[src/rtl/qps_pkg.sv]
// Package of the quantized phase shifter: widths, constants, register indexes and states.
// Used by qps_hilbert_cell, qps_cordic and the top level; depends on nothing.
`default_nettype none
package qps_pkg;
	localparam int DW     = 16;
	localparam int ACC_W  = 50;
	localparam int XH_W   = 19;
	localparam int CS_W   = 17;
	localparam int CX_W   = 34;
	localparam int CZ_W   = 20;
	localparam int CSTAGES = 16;
	localparam int HCOEF  = 683565275;
	localparam logic signed [CX_W-1:0] CORDIC_K = 34'sd652032874;

	localparam logic [17:0] ATAN_TAB [CSTAGES] = '{
		18'd131072, 18'd77376, 18'd40884, 18'd20753, 18'd10417, 18'd5213,
		18'd2607, 18'd1304, 18'd652, 18'd326, 18'd163, 18'd81, 18'd41,
		18'd20, 18'd10, 18'd5
	};

	localparam logic [2:0] REG_SIGNAL_MODE  = 3'd0;
	localparam logic [2:0] REG_PHASE_SOURCE = 3'd1;
	localparam logic [2:0] REG_FIXED_PHASE  = 3'd2;
	localparam logic [2:0] REG_CONTROL_GAIN = 3'd3;
	localparam logic [2:0] REG_QUANT_BITS   = 3'd4;
	localparam logic [2:0] REG_PHASE_OFFSET = 3'd5;
	localparam logic [2:0] REG_GAIN         = 3'd6;

	typedef enum logic [2:0] {
		ST_IDLE,
		ST_MULC,
		ST_ANGLE,
		ST_ROT,
		ST_MUL1,
		ST_MUL2,
		ST_OUT
	} state_t;
endpackage
`default_nettype wire

[src/rtl/qps_cordic.sv]
// Iterative CORDIC giving rounded Q2.15 cosine and sine of a binary angle, one stage a cycle.
// Depends on qps_pkg.
`default_nettype none
module qps_cordic (
	input  wire logic                          clk,
	input  wire logic                          arst_n,
	input  wire logic                          start,
	input  wire logic [15:0]                   ang,
	output logic                               done,
	output logic signed [qps_pkg::CS_W-1:0]    cos_o,
	output logic signed [qps_pkg::CS_W-1:0]    sin_o
);
	logic signed [qps_pkg::CX_W-1:0] x_q, y_q, dx, dy;
	logic signed [qps_pkg::CZ_W-1:0] z_q, at;
	logic [1:0] quad_q;
	logic [3:0] cnt_q;
	logic busy_q, done_q;
	logic signed [18:0] xr, yr;
	logic signed [qps_pkg::CS_W-1:0] c, s;

	assign dx = y_q >>> cnt_q;
	assign dy = x_q >>> cnt_q;
	assign at = qps_pkg::CZ_W'(qps_pkg::ATAN_TAB[cnt_q]);

	always_ff @(posedge clk or negedge arst_n) begin
		if (!arst_n) begin
			busy_q <= 1'b0;
			done_q <= 1'b0;
			cnt_q  <= '0;
		end else begin
			done_q <= 1'b0;
			if (start) begin
				busy_q <= 1'b1;
				cnt_q  <= '0;
			end else if (busy_q) begin
				cnt_q <= cnt_q + 4'd1;
				if (cnt_q == 4'd15) begin
					busy_q <= 1'b0;
					done_q <= 1'b1;
				end
			end
		end
	end

	always_ff @(posedge clk) begin
		if (start) begin
			x_q    <= qps_pkg::CORDIC_K;
			y_q    <= '0;
			z_q    <= qps_pkg::CZ_W'({ang[13:0], 4'b0000});
			quad_q <= ang[15:14];
		end else if (busy_q) begin
			if (!z_q[qps_pkg::CZ_W-1]) begin
				x_q <= x_q - dx;
				y_q <= y_q + dy;
				z_q <= z_q - at;
			end else begin
				x_q <= x_q + dx;
				y_q <= y_q - dy;
				z_q <= z_q + at;
			end
		end
	end

	always_comb begin
		xr = 19'((x_q + 34'sd16384) >>> 15);
		yr = 19'((y_q + 34'sd16384) >>> 15);
		if (xr > 19'sd32768) c = 17'sd32768;
		else if (xr < -19'sd32768) c = -17'sd32768;
		else c = 17'(xr);
		if (yr > 19'sd32768) s = 17'sd32768;
		else if (yr < -19'sd32768) s = -17'sd32768;
		else s = 17'(yr);
		case (quad_q)
			2'd1: begin
				cos_o = -s;
				sin_o = c;
			end
			2'd2: begin
				cos_o = -c;
				sin_o = -s;
			end
			2'd3: begin
				cos_o = s;
				sin_o = -c;
			end
			default: begin
				cos_o = c;
				sin_o = s;
			end
		endcase
	end

	assign done = done_q;
endmodule
`default_nettype wire

[config.mk]
export PLATFORM = sky130hd
export DESIGN_NAME = qps_cordic
export DESIGN_NICKNAME = d
export VERILOG_FILES = /design/src/rtl/qps_pkg.sv /design/src/rtl/qps_cordic.sv
export SDC_FILE = /design/constraint.sdc
export NUM_CORES = 1
export LEC_CHECK = 0
export BUFFER_PORTS_ARGS = -buffer_cell sky130_fd_sc_hd__buf_4
export CAP_MARGIN = 10
export CELL_PAD_IN_SITES_DETAIL_PLACEMENT = 1
export CELL_PAD_IN_SITES_GLOBAL_PLACEMENT = 2
export CORE_MARGIN = 1
export CORE_UTILIZATION = 39
export CTS_CLUSTER_SIZE = 24
export DETAILED_ROUTE_END_ITERATION = 12
export PLACE_DENSITY = 0.8
export SLEW_MARGIN = 40
export SYNTH_ARGS = -nofsm -noshare
export SYNTH_HDL_FRONTEND = slang
export SYNTH_SLANG_ARGS = --single-unit
[constraint.sdc]
create_clock -name clk -period 8.2 [get_ports clk]
set_input_delay 0.82 -clock clk [delete_from_list [all_inputs] [get_ports clk]]
set_output_delay 0.82 -clock clk [all_outputs]
set_load 0.03 [all_outputs]
Word level (Yosys, flattened, before mapping):

Memories as Yosys holds them, arrays and structs flattened.
Cells that the tools add are included.

* memories: 1
* register bits after elaboration: 96
* latch bits: 0
* bits in writable memories: 0
* output and inout bits: 35
* bits of input ports: 19
* word-level logic and storage cells: 54
* memory bits (read-only): 288

Memory list
* (name not given): words 16, bits a word 18, rd ports 1, clocked after Yosys merged registers in 0, write ports 0, RTL line qps_cordic.sv:23 `assign at = qps_pkg::CZ_W'(qps_pkg::ATAN_TAB[cnt_q]);`

* shift-type cells: 2
* mux-type cells: 21
* add/sub/neg operators: 11
* divide/modulo/power cells: 0
* $lt $le $gt $ge: 5
* eq/ne operators: 4
* $mul: 0
* reduce and logical (&&, ||, !) cells: 1
* bitwise operators: 1

Operators with widths (count)
* 17-bit case mux with 3 select lines: 2
* 18-bit two-way mux: 4
* 34-bit by 16-bit adder with 34-bit output (second input constant): 2
* 34-bit adder: 2
* 17-bit two-way mux: 4
* 34-bit two-way mux: 2
* 34-bit by 4-bit >>> shifter with 34-bit output: 2
* 34-bit subtractor: 2
* 19-bit by 17-bit > comparator with 1-bit output (second input constant): 2
* 19-bit by 16-bit < comparator with 1-bit output (second input constant): 2
* 17-bit negation: 2
* 20-bit by 19-bit adder with 20-bit output: 1
* 20-bit two-way mux: 1
* 20-bit by 19-bit subtractor with 20-bit output: 1
* 4-bit two-way mux: 2
* 1-bit two-way mux: 6
* 5-bit greater-or-equal comparator (second input constant): 1
* 4-bit inverter with 5-bit output: 1
* 4-bit by 1-bit adder with 4-bit output (second input constant): 1
* 2-bit == test (second input constant): 2
* 4-bit == test (second input constant): 1
* 2-bit by 1-bit == test with 1-bit output (second input constant): 1
* 2-bit nonzero test: 1

Longest topological paths before layout:

* word-level depth: 8
* depth in mapped cells: 32
* mapped depth without buffers: 25

Worst setup path after synthesis:

OpenSTA, ideal clock, no wires.

* kind: register -> register
* start point: reg cnt_q[2]
* end point: reg x_q[27] in the netlist's numbering
* stages on the path, launching flop included: 32
* clock period less this slack: 6.560 ns
* setup slack: 1.640 ns
* buffers on the path: 9
* arrival time: 6.432 ns
* setup time: 0.128 ns
* required time: 8.072 ns
* cells stage by stage: dfrtp_1 buf_2 buf_4 buf_4 buf_2 buf_2 buf_2 buf_2 buf_2 buf_1 mux4_2 nand2_1 nand2_1 a21oi_1 ha_1 inv_1 a211oi_1 and3_1 nor2_1 xor2_1 ha_1 a21o_1 a211o_1 or4_1 a41oi_1 o21bai_1 a21oi_1 o21ai_0 a211o_1 o31ai_1 xor2_1 o21ai_0

* cells in the longest elaborated chain, start to end: 3
* elaborated cells between the ends (all ways): 4
* those cells by class: add/sub (2); shift (1); mux (1)

Ends and longest elaborated chain
* start: declaration: RTL line qps_cordic.sv:16 `logic [3:0] cnt_q;`
* start signal: assignment: RTL line qps_cordic.sv:36 `cnt_q <= cnt_q + 4'd1;`
* 34-bit by 4-bit >>> shifter with 34-bit output (*): RTL line qps_cordic.sv:21 `assign dx = y_q >>> cnt_q;`
* 34-bit subtractor or 34-bit adder (tied branches): RTL line qps_cordic.sv:53, qps_cordic.sv:57
* 34-bit two-way mux (*): RTL line qps_cordic.sv:52 `if (!z_q[qps_pkg::CZ_W-1]) begin`
* end signal: assignment: RTL line qps_cordic.sv:47 `x_q <= qps_pkg::CORDIC_K;`
* end signal: assignment: RTL line qps_cordic.sv:53 `x_q <= x_q - dx;`
* end signal: assignment: RTL line qps_cordic.sv:57 `x_q <= x_q + dx;`
* end: declaration: RTL line qps_cordic.sv:13 `logic signed [qps_pkg::CX_W-1:0] x_q, y_q, dx, dy;`

Mark *: on every way between the ends. The rest lies on a longest branch, timed or not.
A chain may end at the register's enable or synchronous reset.

Worst setup path after layout:

* start point: reg cnt_q[2]
* end point: reg x_q[33] in the netlist's numbering

Same word-level chain as after synthesis.

==> load_flow_metrics.sql <==
INSERT INTO impl_metrics (metric_group, metric, value, unit) VALUES
('floorplan', 'floorplan.rows', '74', ''),
('yosys', 'synth_enable_flop_cells', '16', ''),
('timing', 'final-hold-violation-count', '0', ''),
('yosys', 'ys_seq_area_share', '12.9', '%'),
('layout', 'nets', '2194', ''),
('critical_path', 'r2r_depth', '21', ''),
('yosys', 'synth.top_cells.by_area', 'sky130_fd_sc_hd__dfxtp_1 (9.1%), sky130_fd_sc_hd__mux4_2 (8.7%), sky130_fd_sc_hd__ha_1 (7.7%)', ''),
('outcome', 'outcome', 'finished with violations', ''),
('critical_path', 'regToRegEndpoint', 'x_q[33]$_SDFFE_PP0P_', ''),
('timing', 'setup_repair_after_global_routing_missed_its_margin', 'no', ''),
('timing', 'slew-limit-headroom', '40.1', '%'),
('clock_tree', 'tritoncts', 'built', ''),
('clock_tree', 'cts_post_setup_buffers_inserted', '0', ''),
('floorplan', 'top_ports', '54', ''),
('clock_tree', 'cts.hold.buffers_added', '0', ''),
('yosys', 'synth_cells', '2124', ''),
('outcome', 'violations', 'DRC', ''),
('critical_path', 'setup.reg_to_reg.worst_slack', '1420', 'ps'),
('layout', 'ff_latch_area', '2130', 'sq um'),
('grt', 'overflow', '0', ''),
('route', 'route.final.wire_length', '60.3', 'mm'),
('yosys', 'synthArstFlopShare', '6.25', '%'),
('timing', 'tightest_slew', '897', 'ps'),
('critical_path', 'startpoint', 'cnt_q[2]$_DFFE_PN0P_', ''),
('clock_tree', 'cts_max_level', '3', ''),
('timing', 'achievable-frequency', '148', 'MHz'),
('yosys', 'syn_area', '16300', 'sq um'),
('critical_path', 'worst_ep_arrival_time', '7070', 'ps'),
('yosys', 'ys_seq_elements', '96', ''),
('critical_path', 'cp_slowest_stage_delay', '920', 'ps'),
('clock_tree', 'numClockSinks', '96', ''),
('timing', 'final_max_slew_viol_count', '0', ''),
('grt', 'global_route_usage_over_all_layers', '28.5', '%'),
('route', 'via_per_inst', '6.35', ''),
('critical_path', 'reg2reg_from', 'cnt_q[2]$_DFFE_PN0P_', ''),
('clock_tree', 'cts.reportedPaths.clkPinSlew', '90', 'ps'),
('floorplan', 'start_util', '39.7', '%'),
('placement', 'port_buffers', '53', ''),
('yosys', 'dominantRegCellSynth', 'sky130_fd_sc_hd__dfxtp_1', ''),
('clock_tree', 'ctsRootBufferMaster', 'sky130_fd_sc_hd__clkbuf_16', ''),
('yosys', 'post_synth_num_cell_types', '85', ''),
('worst_hold_path', 'holdCritPathClass', 'input pin to async pin', ''),
('clock_tree', 'cts_resized', '0', ''),
('critical_path', 'worst-path-max-fanout', '59', ''),
('route', 'remaining_drc_errors', '1', ''),
('layout', 'num_antenna_cells', '0', ''),
('layout', 'multi_input_area', '13400', 'sq um'),
('route', 'detail_route.iter0.violations', '1241', ''),
('floorplan', 'die_y', '207', 'um'),
('grt', 'wire_length_of_the_first_global_routing_pass', '94.6', 'mm'),
('critical_path', 'critical_path.endpoint_type', 'flip-flop', ''),
('grt', 'grt_antenna_before_repair', '1', ''),
('route', 'routed_wire_length_per_instance', '23.1', 'um'),
('timing', 'period_share', '82.6', '%'),
('timing', 'fin_crit', '6780', 'ps'),
('yosys', 'synth_commonest_cells', 'sky130_fd_sc_hd__nor2_1 (198), sky130_fd_sc_hd__nand2_1 (193), sky130_fd_sc_hd__a21oi_1 (174)', ''),
('clock_tree', 'numCtsBuffers', '9', ''),
('timing', 'fin_worst_skew', '23.9', 'ps'),
('critical_path', 'worstPathCellList', 'buf_4 > mux4_1 > or2_2 > mux4_2 > a21oi_1 > and3_1 > nor2b_1 > a21oi_1 > xnor2_1 > ha_1 > o21a_1 > o22ai_1 > a41oi_1 > a41oi_1 > o41ai_1 > a221oi_1 > a211oi_1 > xnor2_1 > nand2_1 > xnor2_1 > nor2_1', ''),
('critical_path', 'slowest_stage', 'sky130_fd_sc_hd__dfrtp_4', ''),
('yosys', 'synth-warning-count', '0', ''),
('yosys', 'synth.most_common_cell', 'sky130_fd_sc_hd__nor2_1', ''),
('yosys', 'share_of_yosys_cell_area_claimed_by_the_top_area_cell_type', '9.07', '%'),
('layout', 'layout.filler_cells', '5106', ''),
('floorplan', 'coreArea', '41100', 'sq um'),
('route', 'via_count_of_the_routed_design', '16571', ''),
('route', 'ant_nets', '0', ''),
('yosys', 'yosysTopAreaCell', 'sky130_fd_sc_hd__dfxtp_1', ''),
('critical_path', 'start_kind', 'flip-flop', ''),
('grt', 'grt_start_max_net_pins', '87', ''),
('yosys', 'synth_nets', '2246', '');
## critical path: cells and delay by family, from the launching register on
| family | cells | cell delay (ps) |
|---|---|---|
| compound gates | 9 | 2330 |
| xor+xnor | 3 | 490 |
| fa+ha+maj | 1 | 400 |
| buf+inv | 1 | 480 |
| flops | 1 | 920 |
| mux | 2 | 860 |
| simple gates | 5 | 1140 |
## through the flow
stage               worst slack, ps  std cells  cell area (sq um)  hold WS [ps]  utilization, %
detailed placement             1570       2593              17100           481            41.5
global placement               1680       2592              17000           456            41.5
floorplan                      1640       2124              16300           432               -
global route                   1020       2609              17400           199            42.2
finish                         1420       2609              17400           198            42.2
CTS                            1520       2609              17400           186            42.2
## cells by family (layout without fill, tap and decap cells)
group / after synthesis / count (layout) / synth area share, %
XOR/XNOR: 217 / 217 / 11.6
buffers and inverters: 213 / 166 / 5.31
flip-flops: 96 / 96 / 12.9
adder cells (fa/ha/maj): 103 / 103 / 8.03
AO/OA/AOI/OAI: 620 / 620 / 24.5
multiplexers: 186 / 186 / 17.4
AND/OR/NAND/NOR: 689 / 689 / 20.1
## how the worst max path moves through the flow
stage,end,slack (ps),cells past startpoint
floorplan,x_q[27]$_SDFFE_PP0P_,1640,31
global placement,x_q[33]$_SDFFE_PP0P_,1680,20
detailed placement,x_q[33]$_SDFFE_PP0P_,1570,21
CTS,x_q[33]$_SDFFE_PP0P_,1520,21
global route,x_q[33]$_SDFFE_PP0P_,1020,21
finish,x_q[33]$_SDFFE_PP0P_,1420,21
## routing by layer
metal / vias to the layer above / routed length (um) / track usage (%)
met5: - / 0 / 0
met4: 0 / 1220 / 8.30
met3: 82 / 2880 / 3.36
met2: 448 / 27900 / 46.3
met1: 8299 / 28200 / 39.6
li1: 7742 / - / -
## flip-flops by register name, summed over array words and instances (netlist names)
name and count:
done 1, x_q 34, z_q 20, cnt_q 4
busy_q 1, y_q 34, quad_q 2
## cell usage in the layout (no fill, tap or decap), drive strengths merged, types with 44 or more instances in the layout
cell | netlist | layout
inv | 53 | 54
buf | 50 | 92
nand2 | 193 | 193
xor2 | 94 | 94
a21o | 44 | 44
o21ai | 134 | 134
nor2 | 198 | 198
a21oi | 175 | 175
mux4 | 73 | 73
nor3 | 50 | 50
xnor2 | 123 | 123
mux2i | 84 | 84
nand3 | 52 | 52
dfxtp | 74 | 74
ha | 100 | 100
## area by class of cell
type | instances | area share [%]
multi-input cells | 1815 | 76.9
flip-flops and latches | 96 | 12.2
repair buffers | 92 | 4.07
clock inverters | 7 | 0.382
inverters | 58 | 1.25
well taps | 532 | 3.83
clock buffers | 9 | 1.30
Power is left out: the tool's default activity adds up to more than one toggle a clock period on the data nets, which glitch-free logic cannot reach.
