[config.mk]
export PLATFORM = sky130hd
export DESIGN_NAME = qps_hilbert_cell
export DESIGN_NICKNAME = d
export VERILOG_FILES = /design/src/rtl/qps_pkg.sv /design/src/rtl/qps_hilbert_cell.sv
export SDC_FILE = /design/constraint.sdc
export NUM_CORES = 1
export LEC_CHECK = 0
export ABC_CLOCK_PERIOD_IN_PS = 800
export BUFFER_PORTS_ARGS = -buffer_cell sky130_fd_sc_hd__buf_4
export CORE_MARGIN = 5
export CORE_UTILIZATION = 43
export CTS_BUF_LIST = sky130_fd_sc_hd__clkbuf_16
export CTS_CLUSTER_SIZE = 30
export DETAILED_ROUTE_END_ITERATION = 8
export HOLD_SLACK_MARGIN = 0.1
export PLACE_DENSITY = 0.83
export SYNTH_ARGS = -nofsm -noshare
export SYNTH_HDL_FRONTEND = slang
export SYNTH_SLANG_ARGS = --single-unit
[constraint.sdc]
create_clock -name clk -period 0.8 [get_ports clk]
set_input_delay 0.16 -clock clk [delete_from_list [all_inputs] [get_ports clk]]
set_output_delay 0.16 -clock clk [all_outputs]
set_load 0.005 [all_outputs]
[src/rtl/qps_pkg.sv]
// Package of the quantized phase shifter: widths, constants, register indexes and states.
// Used by qps_hilbert_cell, qps_cordic and the top level; depends on nothing.
`default_nettype none
package qps_pkg;
	localparam int DW     = 16;
	localparam int ACC_W  = 50;
	localparam int XH_W   = 19;
	localparam int CS_W   = 17;
	localparam int CX_W   = 34;
	localparam int CZ_W   = 20;
	localparam int CSTAGES = 16;
	localparam int HCOEF  = 683565275;
	localparam logic signed [CX_W-1:0] CORDIC_K = 34'sd652032874;

	localparam logic [17:0] ATAN_TAB [CSTAGES] = '{
		18'd131072, 18'd77376, 18'd40884, 18'd20753, 18'd10417, 18'd5213,
		18'd2607, 18'd1304, 18'd652, 18'd326, 18'd163, 18'd81, 18'd41,
		18'd20, 18'd10, 18'd5
	};

	localparam logic [2:0] REG_SIGNAL_MODE  = 3'd0;
	localparam logic [2:0] REG_PHASE_SOURCE = 3'd1;
	localparam logic [2:0] REG_FIXED_PHASE  = 3'd2;
	localparam logic [2:0] REG_CONTROL_GAIN = 3'd3;
	localparam logic [2:0] REG_QUANT_BITS   = 3'd4;
	localparam logic [2:0] REG_PHASE_OFFSET = 3'd5;
	localparam logic [2:0] REG_GAIN         = 3'd6;

	typedef enum logic [2:0] {
		ST_IDLE,
		ST_MULC,
		ST_ANGLE,
		ST_ROT,
		ST_MUL1,
		ST_MUL2,
		ST_OUT
	} state_t;
endpackage
`default_nettype wire

[src/rtl/qps_hilbert_cell.sv]
// One cell of the Hilbert filter chain: a history sample and a transposed partial sum.
// Depends on qps_pkg.
`default_nettype none
module qps_hilbert_cell #(
	parameter int COEF = 0
) (
	input  wire logic                            clk,
	input  wire logic                            arst_n,
	input  wire logic                            en,
	input  wire logic signed [qps_pkg::DW-1:0]    x,
	input  wire logic signed [qps_pkg::DW-1:0]    d_in,
	output logic signed [qps_pkg::DW-1:0]         d_out,
	input  wire logic signed [qps_pkg::ACC_W-1:0] p_in,
	output logic signed [qps_pkg::ACC_W-1:0]      p_out
);
	logic signed [31:0] coef_w;
	logic signed [47:0] prod;
	logic signed [qps_pkg::DW-1:0] d_q;
	logic signed [qps_pkg::ACC_W-1:0] p_q;

	assign coef_w = 32'(COEF);
	assign prod = coef_w * x;

	always_ff @(posedge clk or negedge arst_n) begin
		if (!arst_n) begin
			d_q <= '0;
			p_q <= '0;
		end else if (en) begin
			d_q <= d_in;
			p_q <= p_in + qps_pkg::ACC_W'(prod);
		end
	end

	assign d_out = d_q;
	assign p_out = p_q;
endmodule
`default_nettype wire

; ---- Yosys cells after proc, flatten, opt, wreduce, memory -nomap -nowiden
; Index checks and enable logic that the tools add are counted.
[totals]
ff_bits = 66
inputBits = 85
output_inout_bits = 66
word_cells = 2

; ---- Logic depth before layout (Yosys ltp)
; Gate-level depths: netlist of run 1.
[logic_depth]
depth_word = 0
mapped_depth = 3

; ---- Least setup slack after synthesis of run 1
; Ideal clock, no wire load.
[synth_path]
path_type = input port to flip-flop
startpoint = input en
endpoint = register p_q (netlist bit p_out[10])
setup_ns = 0.125
arrival_time_ns = 0.744
required_time_ns = 0.675
slack_ns = -0.069
cell_stages = 3
path_buffers = 2
cell_sequence = buf_6 buf_6 mux2_4
[synth_rtl]
columns = item, line_no
row1 = from (decl), qps_hilbert_cell.sv:9  ; input wire logic en,
row2 = to (signal assigned), qps_hilbert_cell.sv:30  ; p_q <= p_in + qps_pkg::ACC_W'(prod);
row3 = to (decl), qps_hilbert_cell.sv:19  ; logic signed [qps_pkg::ACC_W-1:0] p_q;
; No word-level cell between the ends.

; ---- Worst setup path after layout of run 1
[layout_path]
startpoint = register d_q (netlist bit d_out[15])
endpoint = output d_out[15] in the netlist's numbering
[layout_rtl]
columns = item, line_no
row1 = from (decl), qps_hilbert_cell.sv:18  ; logic signed [qps_pkg::DW-1:0] d_q;
row2 = from (signal assigned), qps_hilbert_cell.sv:29  ; d_q <= d_in;
row3 = to (decl), qps_hilbert_cell.sv:12  ; output logic signed [qps_pkg::DW-1:0] d_out,
; No word-level cell between the ends.

==> summary.md, run 1 <==
| Metric | Value |
|---|---|
| Clock Path Buffers | `2` |
| Min Tclk post-route | `1.04 ns` |
| Reg2reg end | `p_out[11]` |
| WP data arrival | `0.88 ns` |
| Setup violators final | `between 100 and 150` |
| Syn Area/Cell | `18.8 sq um` |
| WP buf/inv | `1` |
| Die height | `87.9 um` |
| Max Cap Violations | `0` |
| Pin count of the biggest net entering global routing | `67` |
| Post-DP HPWL | `approximately 5 mm` |
| Area grow syn2layout | `79.3%` |
| FF+latch area | `between 1500 and 2000 sq um` |
| Worst reg2reg path depth | `2` |
| I/O Buffers | `~130` |
| Hold EP | `p_out[16]` |
| Pwr dens | `~2100 nW/um^2` |
| Pins over their slew limit | `0` |
| Worst Setup End Kind | `output pin` |
| Via count | `1995` |
| Seq/Total Area, Yosys | `0.632` |
| Row cnt | `28` |
| Fin crit share | `1.30` |
| Fmax achieved | `between 900 and 1000 MHz` |
| CP max stage cell | `dfrtp_1` |
| Clk sinks | `66` |
| Initial antenna violation count | `0` |
| Total gr overflow | `0` |
| Critical Path RT | `about 0.64 ns` |
| Final Net Count | `410` |
| CP cell instances | `buf_6` |
| Violated checks | `negative setup slack` |
| Final Hold Viols | `0` |
| Worst Min Path Start | `p_in[16]` |
| Worst-Skew Late Latency | `between 0.3 and 0.4 ns` |
| Flop-to-flop setup slack | `-0.15 ns` |
| Wire length per cell | `~22 um` |
| Syn. warnings | `0` |
| Slew @ Worst Pin | `between 0.3 and 0.4 ns` |
| CP peak stage delay | `0.42 ns` |
| Vias in the first global route | `2218` |
| Post-Place Setup Slack | `-0.207 ns` |
| Layout cells sized above 1 | `0.779` |
| Die area | `7730 sq um` |
| DRC Markers | `0` |
| Status | `complete, but fails checks` |
| Initial core utilization | `0.441` |
| Netlist cell types | `5` |
| Syn nets | `224` |
| Post-Syn Area | `about 2600 sq um` |
| TritonCTS buffer count | `9` |
| P_leak | `roughly 2.4 nW` |
| Post-DRT Antenna Nets | `0` |
| Die width | `87.9 um` |
| WS Path Type | `reg2out` |
| Fillers | `300` |
| Total Wirelength | `8.83 mm` |
| Max VDD drop | `1.28 mV` |
| Worst setup margin | `-0.238 ns` |
| Largest delay share family, worst path | `flip-flops` |
| Vias per std cell | `roughly 5` |
| Final Non-Filler Cells | `405` |
| Final Skew | `0 ns` |
| WHS Path Cells | `2` |
| IO Count | `between 150 and 200` |
| GPL Wtd Cong | `0.766` |
| TritonCTS clock tree | `built` |
| Crit Path Max Fanout | `2` |
| Critical path launch point type | `flip-flop` |
| Levels on crit path | `1` |
| First-pass GRT wire length | `12.0 mm` |
| Root Buffer | `clkbuf_16` |
| GRT Total Usage | `0.216` |
| RSZ-0062 raised after global routing | `true` |
| CTS H-Tree Depth | `3` |
| Core area | `5920 sq um` |
| Worst hold path type | `in2reg` |
| Initial drt markers | `about 110` |
| Multi-input combinational cell area | `908 sq um` |
| Clk slew on worst S/H paths | `0.05 ns` |
| Relative max-transition margin | `0.762` |
| Hold buffers post-CTS | `1` |
| # diodes | `0` |
| Syn Inst Count | `139` |
| Initial DRT Pass Iterations | `4` |
| Placed Instances | `346` |
| Register bit total from synthesis | `66` |
| RR Startpoint | `p_out[11]` |
[report_power, final]
| part | switching [W] | leakage, nW | internal [W] |
|---|---|---|---|
| combinational | 0.000627 | 1.45 | 0.00158 |
| clock | 0.00134 | 0.142 | 0.00234 |
| sequential | 0.000300 | 0.772 | 0.00368 |
| total | 0.00227 | 2.36 | 0.00761 |
[cells in the final DEF (no fill, tap or decap), drive strengths merged]
| master | instances |
|---|---|
| clkinv | 4 |
| inv | 2 |
| bufinv | 1 |
| mux2 | 66 |
| clkbuf | 9 |
| dfrtp | 66 |
| buf | 181 |
| dlygate4sd3 | 1 |
[per-layer routing]
layer | track usage | share of wire
met1 | 0.225 | 0.36
met2 | 0.397 | 0.54
met3 | 0.0659 | 0.068
met4 | 0.0921 | 0.038
met5 | 0 | 0
[stage by stage]
step	instance area [sq um]	util	hold slack (ns)	setup TNS (ns)	power (W)
after floorplan	2640	-	-0.136	-1.44	0.00451
after global placement	3720	0.628	0.186	-10.36	0.00542
after detailed placement	3720	0.628	0.190	-10.72	0.00548
after CTS	4490	0.759	0.0573	-15.91	0.00965
after global routing	4680	0.791	0.0613	-20.29	0.0103
final	4680	0.791	0.0675	-17.88	0.00988
[area by class of cell]
type,instances,area share
well taps,75,0.0200
repair buffers,182,0.374
multi-input cells,66,0.194
flip-flops and latches,66,0.353
clock buffers,9,0.0481
clock inverters,7,0.0112
[registers in the layout (all words and copies together), names as in the netlist]
signal,count
p_out,50
d_out,16
[kinds of logic (layout without fill, tap and decap cells)]
logic type	count (synthesis)	after routing	synth area share
buffers and inverters	7	198	0.0254
DFF	66	66	0.632
muxes	66	66	0.342
[worst max-delay path by stage]
stage                    from         to
floorplan                  en  p_out[10]
global placement           en   d_out[0]
detailed placement         en   d_out[0]
CTS                 p_out[49]  p_out[49]
global route        d_out[15]  d_out[15]
finish              d_out[15]  d_out[15]
[cells in the mapped netlist]
library cell,number,share of area
buf_2,2,0.0038
buf_6,5,0.022
dfrtp_1,66,0.63
mux2_2,26,0.11
mux2_4,40,0.23
[timing repair]
action | 4_1_cts | 5_1_grt
endpoints found under the hold margin | 132 | 66
gates resized for setup | 65 | 31
gates cloned | 0 | 0
setup endpoints to repair | 66 | 107
buffers inserted | 32 | 10
No activity file was read; power rests on OpenSTA's default activity.
==> inputs of run 2 (changes only) <==
--- a/config.mk
+++ b/config.mk
@@ -14,6 +14,7 @@
 export DETAILED_ROUTE_END_ITERATION = 8
 export HOLD_SLACK_MARGIN = 0.1
 export PLACE_DENSITY = 0.83
+export SETUP_SLACK_MARGIN = 0.02
 export SYNTH_ARGS = -nofsm -noshare
 export SYNTH_HDL_FRONTEND = slang
 export SYNTH_SLANG_ARGS = --single-unit
==> constraint.sdc (replaced) <==
create_clock -name clk -period 0.8 [get_ports clk]
set_input_delay 0.12 -clock clk [delete_from_list [all_inputs] [get_ports clk]]
set_output_delay 0.12 -clock clk [all_outputs]
set_load 0.005 [all_outputs]
==> run 2 against run 1 <==
  * Global-route usage down 2.2 points
  * Critical path type unchanged
  * First-iteration DRC count down 19%
  * Cell count down 2.5%
  * Via count down 2.2%
  * Core utilization down 1.7 points
  * Sequential power about the same
  * The flow still finishes with violations (negative setup slack)
  * Largest power group unchanged
==> summary.md, run 2 (synthesis gave the netlist of run 1 again) <==
| Metric | Value |
|---|---|
| Placement Cell Area | `3730 sq um (+0.34%)` |
| Pins over their slew limit | `0 (unchanged)` |
| Final Net Count | `400 (-2.4%)` |
| Core area | `5920 sq um (unchanged)` |
| Initial drt markers | `90 (-19%)` |
| CP cell instances | `buf_6` |
| # diodes | `0 (unchanged)` |
| Design area | `4580 sq um (-2.1%)` |
| Relative max-transition margin | `0.839 (+0.0766)` |
| Setup violators final | `101 (-9.8%)` |
| Die height | `87.9 um (unchanged)` |
| Initial DRT Pass Iterations | `4 (unchanged)` |
| Final Hold Viols | `0 (unchanged)` |
| Initial core utilization | `0.441 (unchanged)` |
| Vias in the first global route | `2081 (-6.2%)` |
| CTS H-Tree Depth | `3 (unchanged)` |
| Area grow syn2layout | `75.5%` |
| Final Skew | `0 ns (unchanged)` |
| IO Count | `151 (unchanged)` |
| Initial antenna violation count | `0 (unchanged)` |
| TritonCTS clock tree | `built` |
| Fillers | `312 (+4.0%)` |
| P_leak | `2.30 nW (-2.5%)` |
| CP max stage cell | `dfrtp_1` |
| Layout cells sized above 1 | `0.784 (+0.00559)` |
| TritonCTS buffer count | `9 (unchanged)` |
| Largest delay share family, worst path | `flip-flops` |
| Die area | `7730 sq um (unchanged)` |
| Post-DP HPWL | `4.71 mm (-4.4%)` |
| Violated checks | `negative setup slack` |
| Pwr dens | `2080 nW/um^2 (-1.5%)` |
| Worst-Skew Late Latency | `0.32 ns (about the same)` |
| Total gr overflow | `0 (unchanged)` |
| WP data arrival | `0.89 ns (about the same)` |
| Slew @ Worst Pin | `0.242 ns (-0.115 ns)` |
| Max reg flops | `50 (unchanged)` |
| RSZ-0062 raised after global routing | `true` |
| DRC Markers | `0 (unchanged)` |
| Clk slew on worst S/H paths | `0.06 ns (about the same)` |
| Via count | `1952 (-2.2%)` |
| Clock Path Buffers | `2 (unchanged)` |
| Die width | `87.9 um (unchanged)` |
| Clk sinks | `66 (unchanged)` |
| Placed Instances | `346 (unchanged)` |
| WS Path Type | `reg2out` |
| Max VDD drop | `1.62 mV (+26%)` |
| Commonest non-fill, non-tap cell in the layout | `buf_6` |
| Row cnt | `28 (unchanged)` |
| Max Cap Violations | `0 (unchanged)` |
| Most frequent cells in the layout | `buf_6, buf_4, dfrtp_1` |
| Post-Place Setup Slack | `-0.177 ns (+0.0295 ns)` |
| Worst Setup End Kind | `output pin` |
| Hold buffers post-CTS | `1 (unchanged)` |
| CP peak stage delay | `0.43 ns (about the same)` |
| Root Buffer | `clkbuf_16` |
| Final Non-Filler Cells | `395 (-2.5%)` |
| GPL Wtd Cong | `0.730 (-4.6%)` |
| Wire length per cell | `21.6 um (-1.1%)` |
| Fmax achieved | `988 MHz (+2.6%)` |
| Post-DRT Antenna Nets | `0 (unchanged)` |
| Critical path launch point type | `flip-flop` |
| Status | `complete, but fails checks` |
| First-pass GRT wire length | `11.1 mm (-7.2%)` |
| WP buf/inv | `1 (unchanged)` |
| Crit Path Max Fanout | `2 (unchanged)` |
| Vias per std cell | `4.94 (+0.32%)` |
| Min Tclk post-route | `1.01 ns (-0.0259 ns)` |
| Fin crit share | `1.26 (-0.0324)` |
| I/O Buffers | `134 (unchanged)` |
| Worst Hold Slack | `0.0269 ns (-0.0406 ns)` |
| Worst hold path type | `in2reg` |
| Pin count of the biggest net entering global routing | `34 (-49%)` |
| GRT Total Usage | `0.194 (-0.0215)` |
| Critical Path RT | `0.68 ns (+0.04 ns)` |
| Total Wirelength | `8.52 mm (-3.5%)` |
| Worst setup margin | `-0.212 ns (+0.0259 ns)` |
| Flop-to-flop setup slack | `-0.18 ns (-0.03 ns)` |
## run 2: final cells by class
class                           instances  area (sq um)  area share
Clock buffer                            9           225      0.0491
Clock inverter                          7          37.5     0.00819
Tap cell                               75          93.8      0.0205
Sequential cell                        66          1650       0.360
Multi-Input combinational cell         66           912       0.199
Timing Repair Buffer                  172          1660       0.363
## run 2: power breakdown
part / leakage, nW / total (W) / switching (W) / internal (W)
logic: 1.40 / 0.00212 / 0.000604 / 0.00151
clock network: 0.130 / 0.00343 / 0.00137 / 0.00205
registers: 0.772 / 0.00398 / 0.000300 / 0.00368
total: 2.30 / 0.00953 / 0.00228 / 0.00725
## run 2: layer usage
metal | share of wire | vias up | GRT usage
met3 | 0.079 | 10 | 0.0357
met2 | 0.53 | 104 | 0.346
met5 | 0 | - | 0
li1 | - | 844 | -
met4 | 0.013 | 0 | 0.0837
met1 | 0.38 | 994 | 0.228
## run 2: repair_timing
| item | CTS | global route |
|---|---|---|
| resized for setup | 67 | 23 |
| pin swaps | 0 | 0 |
| hold endpoints to repair | 132 | 66 |
| setup endpoints to repair | 70 | 124 |
| buffers inserted | 26 | 6 |
## run 2: path summary, 6_finish.rpt
kind,start,cells after the start,to
worst min-delay path,p_in[24],2,p_out[24]
worst max-delay path,p_out[40],1,p_out[40]
min in group asynchronous,arst_n,2,p_out[32]
max in group asynchronous,arst_n,3,p_out[12]
worst max register to register,p_out[31],2,p_out[31]
worst min register to register,d_out[4],1,d_out[4]
## run 2: through the flow
step | util | TNS, ns | power [W]
2_1_floorplan | - | 0 | 0.00450
3_3_place_gp | 0.630 | -8.79 | 0.00543
3_5_place_dp | 0.630 | -9.23 | 0.00547
4_1_cts | 0.752 | -12.73 | 0.00934
5_1_grt | 0.774 | -16.15 | 0.00988
6_report | 0.774 | -14.20 | 0.00953
